<file path="config.mk">
export PLATFORM = sky130hd
export DESIGN_NAME = escaped_frame_console_demux
export DESIGN_NICKNAME = d
export VERILOG_FILES = /design/src/rtl/core/efcd_pkg.sv /design/src/rtl/core/efcd_parse.sv /design/src/rtl/core/escaped_frame_console_demux.sv
export SDC_FILE = /design/constraint.sdc
export NUM_CORES = 1
export LEC_CHECK = 0
export BUFFER_PORTS_ARGS = -buffer_cell sky130_fd_sc_hd__buf_4
export CAP_MARGIN = 20
export CORE_MARGIN = 3
export CORE_UTILIZATION = 40
export CTS_CLUSTER_SIZE = 10
export DETAILED_ROUTE_END_ITERATION = 16
export SETUP_SLACK_MARGIN = 0.15
export SLEW_MARGIN = 15
export SYNTH_ARGS = -nofsm -noshare
export SYNTH_HDL_FRONTEND = slang
export SYNTH_HIERARCHICAL = 1
export SYNTH_SLANG_ARGS = --single-unit
</file>
<file path="constraint.sdc">
create_clock -name clk -period 5 [get_ports clk]
set_input_delay 0.75 -clock clk [delete_from_list [all_inputs] [get_ports clk]]
set_output_delay 0.75 -clock clk [all_outputs]
set_load 0.05 [all_outputs]
</file>
<file path="src/rtl/core/efcd_pkg.sv">
// Shared types and constants for the escaped frame / console demux.
// Used by efcd_parse and escaped_frame_console_demux; no dependencies.
package efcd_pkg;

  // Result status codes
  localparam logic [2:0] ST_CONSUMED = 3'd0;
  localparam logic [2:0] ST_PACKET   = 3'd1;
  localparam logic [2:0] ST_CHK_FAIL = 3'd2;
  localparam logic [2:0] ST_NOOP     = 3'd3;
  localparam logic [2:0] ST_CONSOLE  = 3'd4;
  localparam logic [2:0] ST_EMPTY    = 3'd5;

  // Operation codes
  localparam logic OP_RX  = 1'b0;
  localparam logic OP_POP = 1'b1;

  // Configuration register indexes
  localparam logic [7:0] REG_ESCAPE = 8'd0;
  localparam logic [7:0] REG_TAG    = 8'd1;
  localparam logic [7:0] REG_SEED   = 8'd2;
  localparam logic [7:0] REG_IDLE   = 8'd3;

  typedef struct packed {
    logic       op;
    logic [7:0] rx_byte;
  } in_t;

  typedef struct packed {
    logic [2:0]  status;
    logic [7:0]  console_byte;
    logic [7:0]  packet_type;
    logic [31:0] packet_payload;
    logic [1:0]  dropped_bytes;
  } out_t;

  // Configuration register file contents
  typedef struct packed {
    logic [7:0] escape_code;
    logic [7:0] tag_code;
    logic [7:0] check_seed;
    logic [7:0] idle_type;
  } cfg_t;

  // Console pushes requested by the parser (push1 only with push0)
  typedef struct packed {
    logic       push0;
    logic       push1;
    logic [7:0] byte0;
    logic [7:0] byte1;
  } push_t;

  // Frame outcome for one received byte
  typedef struct packed {
    logic [2:0]  status;
    logic [7:0]  ptype;
    logic [31:0] payload;
  } frm_t;

  typedef enum logic [2:0] {
    PH_TEXT = 3'b001,
    PH_ESC  = 3'b010,
    PH_BODY = 3'b100
  } phase_t;

endpackage

</file>
<file path="src/rtl/core/efcd_parse.sv">
// Frame parser: escape/tag detection, frame body capture and running XOR check.
// Depends on efcd_pkg.
module efcd_parse #(
  parameter int FRAME_BYTES = 8
) (
  input  logic                clk,
  input  logic                rst_n,
  input  logic                step,
  input  logic [7:0]          rx_byte,
  input  efcd_pkg::cfg_t      cfg,
  output efcd_pkg::push_t     push,
  output efcd_pkg::frm_t      frm
);

  localparam logic [4:0] BodyLen = 5'(FRAME_BYTES - 2);

  efcd_pkg::phase_t phase_r, phase_nxt;
  logic [3:0]  count_r, count_nxt;
  logic [7:0]  check_r, check_nxt;
  logic [7:0]  type_r, type_nxt;
  logic [31:0] pay_r, pay_nxt;
  logic        last;

  assign last = (5'(count_r) + 5'd1) >= BodyLen;

  // Next-state and outputs for one received byte
  always_comb begin
    phase_nxt   = phase_r;
    count_nxt   = count_r;
    check_nxt   = check_r;
    type_nxt    = type_r;
    pay_nxt     = pay_r;
    push        = '0;
    frm         = '0;
    frm.status  = efcd_pkg::ST_CONSUMED;
    case (phase_r)
      efcd_pkg::PH_TEXT: begin
        if (rx_byte == cfg.escape_code) begin
          phase_nxt = efcd_pkg::PH_ESC;
        end else begin
          push.push0 = 1'b1;
          push.byte0 = rx_byte;
        end
      end
      efcd_pkg::PH_ESC: begin
        // tag compare wins even when tag equals escape
        if (rx_byte == cfg.tag_code) begin
          phase_nxt = efcd_pkg::PH_BODY;
          count_nxt = '0;
          check_nxt = cfg.check_seed;
          type_nxt  = '0;
          pay_nxt   = '0;
        end else begin
          push.push0 = 1'b1;
          push.byte0 = cfg.escape_code;
          if (rx_byte != cfg.escape_code) begin
            push.push1 = 1'b1;
            push.byte1 = rx_byte;
            phase_nxt  = efcd_pkg::PH_TEXT;
          end
        end
      end
      default: begin
        // frame body
        if (last) begin
          phase_nxt   = efcd_pkg::PH_TEXT;
          count_nxt   = '0;
          frm.ptype   = type_r;
          frm.payload = pay_r;
          if (check_r != rx_byte) begin
            frm.status = efcd_pkg::ST_CHK_FAIL;
          end else if (type_r == cfg.idle_type) begin
            frm.status = efcd_pkg::ST_NOOP;
          end else begin
            frm.status = efcd_pkg::ST_PACKET;
          end
        end else begin
          case (count_r)
            4'd0:    type_nxt       = rx_byte;
            4'd1:    pay_nxt[7:0]   = rx_byte;
            4'd2:    pay_nxt[15:8]  = rx_byte;
            4'd3:    pay_nxt[23:16] = rx_byte;
            4'd4:    pay_nxt[31:24] = rx_byte;
            default: ;
          endcase
          check_nxt = check_r ^ rx_byte;
          count_nxt = count_r + 4'd1;
        end
      end
    endcase
  end

  // Control state
  always_ff @(posedge clk) begin
    if (!rst_n) begin
      phase_r <= efcd_pkg::PH_TEXT;
      count_r <= '0;
    end else if (step) begin
      phase_r <= phase_nxt;
      count_r <= count_nxt;
    end
  end

  // Frame payload registers, seeded at frame open and updated per body byte
  always_ff @(posedge clk) begin
    if (step) begin
      check_r <= check_nxt;
      type_r  <= type_nxt;
      pay_r   <= pay_nxt;
    end
  end

endmodule

</file>
<file path="src/rtl/core/escaped_frame_console_demux.sv">
// Top level: config registers, console ring memory, result pipeline.
// Two registers (ring read, output reg) lie between input transaction and result valid.
// One transaction per cycle unless the output stalls; an escape not followed by the
// tag stalls the next transaction while its second console byte is written, when both
// of its bytes fit (single ring write port). Pops read the ring RAM's registered port.
// Reset (rst_n low, synchronous): clears parser phase, ring pointers, config
// registers and valids; ring contents are not cleared and need no sweep.
module escaped_frame_console_demux #(
  parameter int RING_DEPTH  = 64,
  parameter int FRAME_BYTES = 8
) (
  input  logic           clk,
  input  logic           rst_n,
  input  logic           in_valid,
  output logic           in_ready,
  input  efcd_pkg::in_t  in_data,
  output logic           out_valid,
  input  logic           out_ready,
  output efcd_pkg::out_t out_data,
  input  logic           cfg_valid,
  output logic           cfg_ready,
  input  logic [7:0]     cfg_index,
  input  logic [7:0]     cfg_data
);

  localparam int PtrW = (RING_DEPTH > 2) ? $clog2(RING_DEPTH) : 1;
  localparam logic [PtrW-1:0] PtrLast = PtrW'(RING_DEPTH - 1);

  function automatic logic [PtrW-1:0] ptr_inc(input logic [PtrW-1:0] p);
    ptr_inc = (p == PtrLast) ? '0 : p + PtrW'(1);
  endfunction

  // Configuration registers
  efcd_pkg::cfg_t cfg_r;
  assign cfg_ready = 1'b1;

  always_ff @(posedge clk) begin
    if (!rst_n) begin
      cfg_r <= '0;
    end else if (cfg_valid) begin
      case (cfg_index)
        efcd_pkg::REG_ESCAPE: cfg_r.escape_code <= cfg_data;
        efcd_pkg::REG_TAG:    cfg_r.tag_code    <= cfg_data;
        efcd_pkg::REG_SEED:   cfg_r.check_seed  <= cfg_data;
        efcd_pkg::REG_IDLE:   cfg_r.idle_type   <= cfg_data;
        default: ;
      endcase
    end
  end

  // Handshake and pipeline control
  logic           acc_in;
  logic           s1_v_r;
  logic           s1_pop_r;
  efcd_pkg::out_t s1_res_r, s1_res_nxt;
  logic           s1_move;
  logic           out_v_r;
  efcd_pkg::out_t out_r;
  logic           wr_pend_r;
  logic [PtrW-1:0] pend_addr_r;
  logic [7:0]      pend_data_r;

  assign s1_move  = !out_v_r || out_ready;
  assign in_ready = !wr_pend_r && (!s1_v_r || s1_move);
  assign acc_in   = in_valid && in_ready;

  // Parser
  efcd_pkg::push_t push;
  efcd_pkg::frm_t  frm;

  efcd_parse #(
    .FRAME_BYTES(FRAME_BYTES)
  ) u_parse (
    .clk    (clk),
    .rst_n  (rst_n),
    .step   (acc_in && (in_data.op == efcd_pkg::OP_RX)),
    .rx_byte(in_data.rx_byte),
    .cfg    (cfg_r),
    .push   (push),
    .frm    (frm)
  );

  // Ring pointers, push and pop decisions
  logic [PtrW-1:0] head_r, head_nxt, tail_r, tail_nxt, head_p1, head_p2;
  logic            empty, rd_en, ok0, ok1, is_rx;

  assign head_p1 = ptr_inc(head_r);
  assign head_p2 = ptr_inc(head_p1);
  assign empty   = (head_r == tail_r);
  assign is_rx   = (in_data.op == efcd_pkg::OP_RX);
  assign rd_en   = acc_in && !is_rx && !empty;
  // a dropped first byte means full, so the second drops as well
  assign ok0     = acc_in && is_rx && push.push0 && (head_p1 != tail_r);
  assign ok1     = ok0 && push.push1 && (head_p2 != tail_r);

  always_comb begin
    head_nxt = head_r;
    if (ok1) begin
      head_nxt = head_p2;
    end else if (ok0) begin
      head_nxt = head_p1;
    end
    tail_nxt = rd_en ? ptr_inc(tail_r) : tail_r;
  end

  always_ff @(posedge clk) begin
    if (!rst_n) begin
      head_r    <= '0;
      tail_r    <= '0;
      wr_pend_r <= 1'b0;
    end else begin
      head_r    <= head_nxt;
      tail_r    <= tail_nxt;
      wr_pend_r <= ok1;
    end
  end

  // Second byte of a double push, written the following cycle
  always_ff @(posedge clk) begin
    if (ok1) begin
      pend_addr_r <= head_p1;
      pend_data_r <= push.byte1;
    end
  end

  // Console ring memory: one write port, one registered read port
  logic [7:0] ring_mem [RING_DEPTH];
  logic [7:0] rd_q_r;

  always_ff @(posedge clk) begin
    if (wr_pend_r) begin
      ring_mem[pend_addr_r] <= pend_data_r;
    end else if (ok0) begin
      ring_mem[head_r] <= push.byte0;
    end
    if (rd_en) begin
      rd_q_r <= ring_mem[tail_r];
    end
  end

  // Stage 1 result, console byte joins from the RAM read
  always_comb begin
    s1_res_nxt = '0;
    if (!is_rx) begin
      s1_res_nxt.status = empty ? efcd_pkg::ST_EMPTY : efcd_pkg::ST_CONSOLE;
    end else begin
      s1_res_nxt.status         = frm.status;
      s1_res_nxt.packet_type    = frm.ptype;
      s1_res_nxt.packet_payload = frm.payload;
      s1_res_nxt.dropped_bytes  = 2'(push.push0 && !ok0) + 2'(push.push1 && !ok1);
    end
  end

  always_ff @(posedge clk) begin
    if (!rst_n) begin
      s1_v_r <= 1'b0;
    end else if (acc_in) begin
      s1_v_r <= 1'b1;
    end else if (s1_move) begin
      s1_v_r <= 1'b0;
    end
  end

  always_ff @(posedge clk) begin
    if (acc_in) begin
      s1_res_r <= s1_res_nxt;
      s1_pop_r <= rd_en;
    end
  end

  // Output register
  always_ff @(posedge clk) begin
    if (!rst_n) begin
      out_v_r <= 1'b0;
    end else if (s1_move) begin
      out_v_r <= s1_v_r;
    end
  end

  always_ff @(posedge clk) begin
    if (s1_move && s1_v_r) begin
      out_r              <= s1_res_r;
      out_r.console_byte <= s1_pop_r ? rd_q_r : 8'd0;
    end
  end

  assign out_valid = out_v_r;
  assign out_data  = out_r;

  // Assertions
  a_pend_one_cycle: assert property (@(posedge clk) disable iff (!rst_n)
    wr_pend_r |=> !wr_pend_r)
    else $error("pending ring write lasted more than one cycle");

  a_pend_stalls: assert property (@(posedge clk) disable iff (!rst_n)
    wr_pend_r |-> !acc_in)
    else $error("transaction accepted while a ring write is pending");

  a_s1_hold: assert property (@(posedge clk) disable iff (!rst_n)
    (s1_v_r && !s1_move) |=> (s1_v_r && $stable(s1_res_r)))
    else $error("stage 1 result lost while output stalled");

  a_pop_status: assert property (@(posedge clk) disable iff (!rst_n)
    (s1_v_r && s1_pop_r) |-> (s1_res_r.status == efcd_pkg::ST_CONSOLE &&
                              s1_res_r.dropped_bytes == 2'd0))
    else $error("ring read without console status");

endmodule
</file>
== Yosys cells after proc, flatten, opt, wreduce, memory -nomap -nowiden ==
Memories as Yosys holds them, arrays and structs flattened. A register that Yosys moved wholly into a read port is not among the register bits.
Cells that the tools add are included.
Operators by class
  add/sub/neg operators: 6
  magnitude comparators: 1
  eq/ne operators: 24
  mux-type cells: 51
  bitwise operators: 6
  reductions and logical operators: 46
Operator list (number)
  $mux W8: 12
  $mux W43: 2
  $mux W32: 2
  $pmux W32 S2: 1
  $pmux W8 S2: 3
  $mux W6: 6
  $reduce_and A5 Y1: 5
  $eq A8 B8 Y1: 3
  $add A6 B1 Y6 const B: 3
  $eq A6 B6 Y1 const B: 3
  $mux W18: 1
  $mux W3: 6
  $eq A8 B2 Y1 const B: 2
  $ne A8 B8 Y1: 2
  $reduce_bool A2 Y1: 7
  $logic_and A1 B1 Y1: 12
  $mux W1: 12
  $ne A6 B6 Y1: 2
  $eq A4 B2 Y1 const B: 2
  $eq A8 B1 Y1 const B: 1
  $logic_not A8 Y1: 1
  $mux W4: 2
  $pmux W4 S2: 1
  $reduce_and A2 Y1: 4
  other kinds (27): 39
Storage, ports and cells
  register bits after elaboration: 215
  bits in writable memories: 512
  input port bits: 30
  output and inout bits: 56
  word-level logic and storage cells: 164
  memories: 1
Memory list
  ring_mem: words 64, bits a word 8, read ports 1, clocked after Yosys merged registers in 1, wr ports 1, RTL line escaped_frame_console_demux.sv:127  | logic [7:0] ring_mem [RING_DEPTH];

== Logic depth before layout (Yosys ltp) ==
  depth in word-level cells: 13
  depth in mapped cells: 13
  depth with buffers taken out: 11

== By module ==
The synthesis kept the hierarchy.
Modules (own cells, without submodules)
  escaped_frame_console_demux: instances 1, cells an instance 1346, area an instance 26758.2 µm², sequential area each 19949.1 µm²
  efcd_parse: instances 1, cells an instance 275, area an instance 2984.1 µm², sequential area each 1581.5 µm²

== Least setup slack after synthesis ==
No wires, ideal clock.
  kind: input-to-reg
  start: input port out_ready
  end: register tail_r[5]
  library setup time: 0.070 ns
  arrival: 4.199 ns
  required time: 4.930 ns
  slack: 0.730 ns
  stages: 9
  buffers on the path: 1
  cells stage by stage: nor2b_1 > a21oi_1 > nand2_1 > inv_1 > and3_1 > clkbuf_1 > nand4_1 > or3_1 > a21oi_1
Between the ends
  word-level cells in the longest chain between the ends: 6
RTL lines
  start: declaration: RTL line escaped_frame_console_demux.sv:18  | input logic out_ready,
  $logic_or A1 B1 Y1: RTL line escaped_frame_console_demux.sv:63  | assign s1_move = !out_v_r || out_ready;
  $logic_or A1 B1 Y1: RTL line escaped_frame_console_demux.sv:64  | assign in_ready = !wr_pend_r && (!s1_v_r || s1_move);
  $logic_and A1 B1 Y1: RTL line escaped_frame_console_demux.sv:64
  named net in_ready: RTL line escaped_frame_console_demux.sv:15  | output logic in_ready,
  $logic_and A1 B1 Y1: RTL line escaped_frame_console_demux.sv:65  | assign acc_in = in_valid && in_ready;
  named net acc_in: RTL line escaped_frame_console_demux.sv:52  | logic acc_in;
  $logic_and A1 B1 Y1 (2 in a row): RTL line escaped_frame_console_demux.sv:91  | assign rd_en = acc_in && !is_rx && !empty;
  named net rd_en: RTL line escaped_frame_console_demux.sv:85  | logic empty, rd_en, ok0, ok1, is_rx;
  end signal: assignment: RTL line escaped_frame_console_demux.sv:113  | tail_r <= tail_nxt;
  end: declaration: RTL line escaped_frame_console_demux.sv:84  | logic [PtrW-1:0] head_r, head_nxt, tail_r, tail_nxt, head_p1, head_p2;
The timed path passes the listed nets, and every way through them passes these cells.
A chain may end at the register's enable or synchronous reset.

== Worst setup path in the final report ==
  start: register head_r[0]
  end: memory ring_mem[11][1], enable pin
Between the ends
  word-level cells in the longest chain between the ends: 9
  elaborated cells on any way between the ends: 11
  those cells by class: add/sub (1); eq/ne (2); mux (6); reduce/logical (2)
RTL lines
  start: declaration: RTL line escaped_frame_console_demux.sv:84
  start signal: assignment: RTL line escaped_frame_console_demux.sv:112  | head_r <= head_nxt;
  $add A6 B1 Y6 or $eq A6 B6 Y1 (tied branches): RTL line escaped_frame_console_demux.sv:30  | ptr_inc = (p == PtrLast) ? '0 : p + PtrW'(1);
  $mux W6: RTL line escaped_frame_console_demux.sv:30
  $ne A6 B6 Y1: RTL line escaped_frame_console_demux.sv:93  | assign ok0 = acc_in && is_rx && push.push0 && (head_p1 != tail_r);
  $logic_and A1 B1 Y1: RTL line escaped_frame_console_demux.sv:93
  $mux W1: RTL line escaped_frame_console_demux.sv:133  | end else if (ok0) begin
  $mux W1: RTL line escaped_frame_console_demux.sv:131  | if (wr_pend_r) begin
  $mux W1 (not written as such): RTL line escaped_frame_console_demux.sv:134  | ring_mem[head_r] <= push.byte0;
  $reduce_or A8 Y1 (no line)
  $mux W6 (no line) or $mux W1 (tied branches)
  end: declaration: RTL line escaped_frame_console_demux.sv:127
Parallel ways exist; a longest one is shown, timed or not.

==> results.py <==
metrics = {
    "die": {
        "io_pins": 86,
        "die_x_um": 279,
        "die_h_um": 279,
        "core_um2": 73300,
        "initial_core_util_pct": 40.6,
        "rows": 99,
        "dieArea_um2": 77700,
    },
    "synthesis": {
        "yosysTopAreaCellShare_pct": 68.8,
        "synthesis.area_um2": 29700,
        "synth_fp_nets": 1660,
        "synth-seq-cells": 735,
        "synth_cells": 1621,
        "synthMostInstantiatedCell": "edfxtp_1",
        "syn_area_per_cell_um2": 18.3,
        "yosys.area.top_type": "edfxtp_1",
        "synth-main-ff-cell": "edfxtp_1",
        "ys_warn_count": 6,
        "async_reset_ff_share_pct": 0,
        "synth_cell_types": 76,
        "synth_area_leaders": "edfxtp_1 69%, mux4_2 13%, dfxtp_1 3.6%",
        "synth_edf_count": 681,
        "synthTopCellsByCount": "681 x edfxtp_1, 168 x mux4_2, 75 x nor2b_1",
        "synth.yosys.seq_area_share_pct": 72.4,
    },
    "sta": {
        "timing.final.crit_share_pct": 90.1,
        "tns_ps": 0,
        "slew_headroom_pct": 38.4,
        "min_period_ps": 4500,
        "finalSetupViolCount": 0,
        "rsz0062_at_grt": "false",
        "skew_ps": 22.2,
        "timing.fmax_mhz": 222,
        "final_hold_viol_count": 0,
        "drv_slew": 0,
        "tightest_slew_ps": 912,
    },
    "grt": {
        "grt_overflow": 0,
        "grt_pass1_vias": 15401,
        "grtUsageTotal_pct": 16.8,
        "grt_pass1_wl_mm": 98.2,
        "grt_max_degree": 134,
        "antenna_found_initial": 3,
    },
    "pwr": {
        "vdd_drop_max_mv": 0.233,
        "p_leak_nw": 11.1,
        "power.density_nw_per_um2": 389,
    },
    "setup_path": {
        "cp_data_required_time_ps": 5250,
        "start_kind": "flip-flop",
        "critPathCaptureType": "flip-flop",
        "critical_path.startpoint": "head_r[0]$_SDFFE_PN0P_",
        "crit_type": "reg2reg",
        "worstReg2RegEnd": "ring_mem[11][1]$_DFFE_PP_",
        "reg2reg_slack_ps": 500,
        "worstSetupEndpoint": "ring_mem[11][1]$_DFFE_PP_",
        "crit_fanout": 23,
        "rr_startpoint": "head_r[0]$_SDFFE_PN0P_",
        "cp.arrival_ps": 4750,
        "rr_worst_depth": 9,
    },
    "place": {
        "place_area_um2": 31800,
        "placed_cells": 2648,
        "port-buffer-count": 84,
        "routabilityCongestion": 0.834,
        "dp_hpwl_mm": 40.7,
    },
    "cts": {
        "cts_made_buffers": 85,
        "cts_root_buffer": "clkbuf_16",
        "clk_latency_ps": 630,
        "cts_tree": "built",
        "clock_path_buffers": 3,
        "htreeDepth": 3,
        "hold_buffers": 0,
        "cts_setup_buffers": 0,
        "cts_sinks": 735,
        "cts.clk_slew.worst_paths_ps": 60,
    },
    "route": {
        "wl_mm": 64.3,
        "vias_per_cell": 5.43,
        "avgRoutedWirePerCell_um": 23.2,
        "drc_errors": 0,
        "ant_nets": 0,
        "vias": 15030,
        "drt_first_iter_violations": 1408,
        "dr.pass1.iters": 8,
    },
    "finish": {
        "fin_area_um2": 34300,
        "layout-drive-gt1-share_pct": 25.8,
        "area_growth_pct": 15.2,
        "n_antenna_cell": 0,
        "stdcell_count": 2766,
        "fin_nets": 1815,
    },
    "min_path": {
        "hp-class": "reg2reg",
    },
    "run": {
        "max_cap_violations": 0,
    },
    "run_status": {
        "status": "finished clean",
    },
}
==> where the power goes <==
| group | leakage [nW] | switching [mW] | internal, mW |
|---|---|---|---|
| Combinational | 3.20 | 0.604 | 0.419 |
| Sequential | 6.78 | 0.0474 | 6.80 |
| Clock | 1.16 | 2.27 | 3.19 |
| Total | 11.1 | 2.92 | 10.4 |
==> how the worst min path moves through the flow <==
stage	from	endpoint	slack, ps	cells after the start
after global placement	s1_res_r[38]$_SDFFCE_PP0N_	out_data[38]$_DFFE_PP_	400	0
after global routing	s1_res_r[52]$_SDFFCE_PP1N_	out_data[52]$_DFFE_PP_	420	0
after floorplan	s1_res_r[0]$_SDFFCE_PP0N_	out_data[0]$_DFFE_PP_	400	0
after CTS	cfg_data[4]	cfg_r[4]$_SDFFE_PN0P_	400	3
final	s1_res_r[9]$_SDFFCE_PP0N_	out_data[9]$_DFFE_PP_	410	0
after detailed placement	s1_res_r[26]$_SDFFCE_PP0N_	out_data[26]$_DFFE_PP_	400	0
==> per-stage QoR <==
step	hold slack, ps	total power [mW]	util (%)	setup slack [ps]
after floorplan	400	7.67	-	730
after global placement	402	7.99	43.4	703
after detailed placement	405	8.00	43.4	525
after CTS	395	13.5	46.7	503
after global routing	424	13.8	46.7	237
final	413	13.3	46.7	497
==> critical path, stage by stage, from the launching register on <==
cell and delay, ps:
dfxtp_1 660, ha_1 510, and3_1 310, a21oi_1 110
a221oi_2 300, nand2_1 120, o311a_2 610, mux2_1 420
or3_1 570, nor2_2 500
==> cell families after synthesis <==
| family | after synthesis | share of synthesized area [%] |
|---|---|---|
| xor gates and xnor gates | 52 | 1.58 |
| adders and majority gates | 9 | 0.379 |
| other | 2 | 0.0253 |
| DFF | 735 | 72.4 |
| buffers and inverters | 113 | 1.70 |
| muxes | 212 | 14.3 |
| AOI/OAI and AO/OA | 103 | 2.48 |
| and+or+nand+nor | 395 | 7.17 |
==> sequential cells by signal (all words and copies together) (netlist names), 8 cells and up <==
| name | cells |
|---|---|
| out_data | 53 |
| u_parse/check_r | 8 |
| u_parse/type_r | 8 |
| u_parse/pay_r | 32 |
| ring_mem | 512 |
| pend_data_r | 8 |
| rd_q_r | 8 |
| s1_res_r | 45 |
| cfg_r | 32 |
==> placed cells by master, fill, tap and decap left out, types with 4 or more instances in the layout <==
cell type	n
edfxtp_1	681
mux4_2	168
buf_4	154
clkbuf_16	86
nor2b_1	74
and2_1	71
nor2_1	69
nand2_1	54
dfxtp_1	50
nor3_1	42
mux2i_1	31
xnor2_1	30
xor2_1	21
a21oi_1	20
clkbuf_1	19
inv_1	17
nand4_1	15
nand3_1	13
o21ai_0	12
a21boi_0	11
mux2_2	10
a22o_1	10
ha_1	9
nor4_1	8
nor2_2	8
buf_12	8
and3_1	7
nand2b_1	7
o21a_1	6
a31oi_1	5
o211ai_1	4
nor3b_1	4
nand3b_1	4
clkinv_8	4
==> layout make-up <==
| class | instances | area, um2 |
|---|---|---|
| Fill cell | 6140 | 39100 |
| Sequential cell | 735 | 21500 |
| Multi-Input combinational cell | 773 | 7720 |
| Clock buffer | 107 | 2250 |
| Timing Repair Buffer | 162 | 1320 |
| Tap cell | 959 | 1200 |
| Clock inverter | 11 | 154 |
| Inverter | 19 | 71.3 |
==> repair_timing <==
| item | 4_1_cts | 5_1_grt |
|---|---|---|
| endpoints found under the setup margin | 0 | 10 |
| endpoints found under the hold margin | 0 | 0 |
| gates resized for setup | 0 | 1 |
==> metal layers <==
layer	GRT usage, %	wire (um)
met5	0	0
met3	3.65	4480
met2	27.2	31200
met1	23.1	27300
met4	5.02	1340
(Power assumes the default switching activity.)
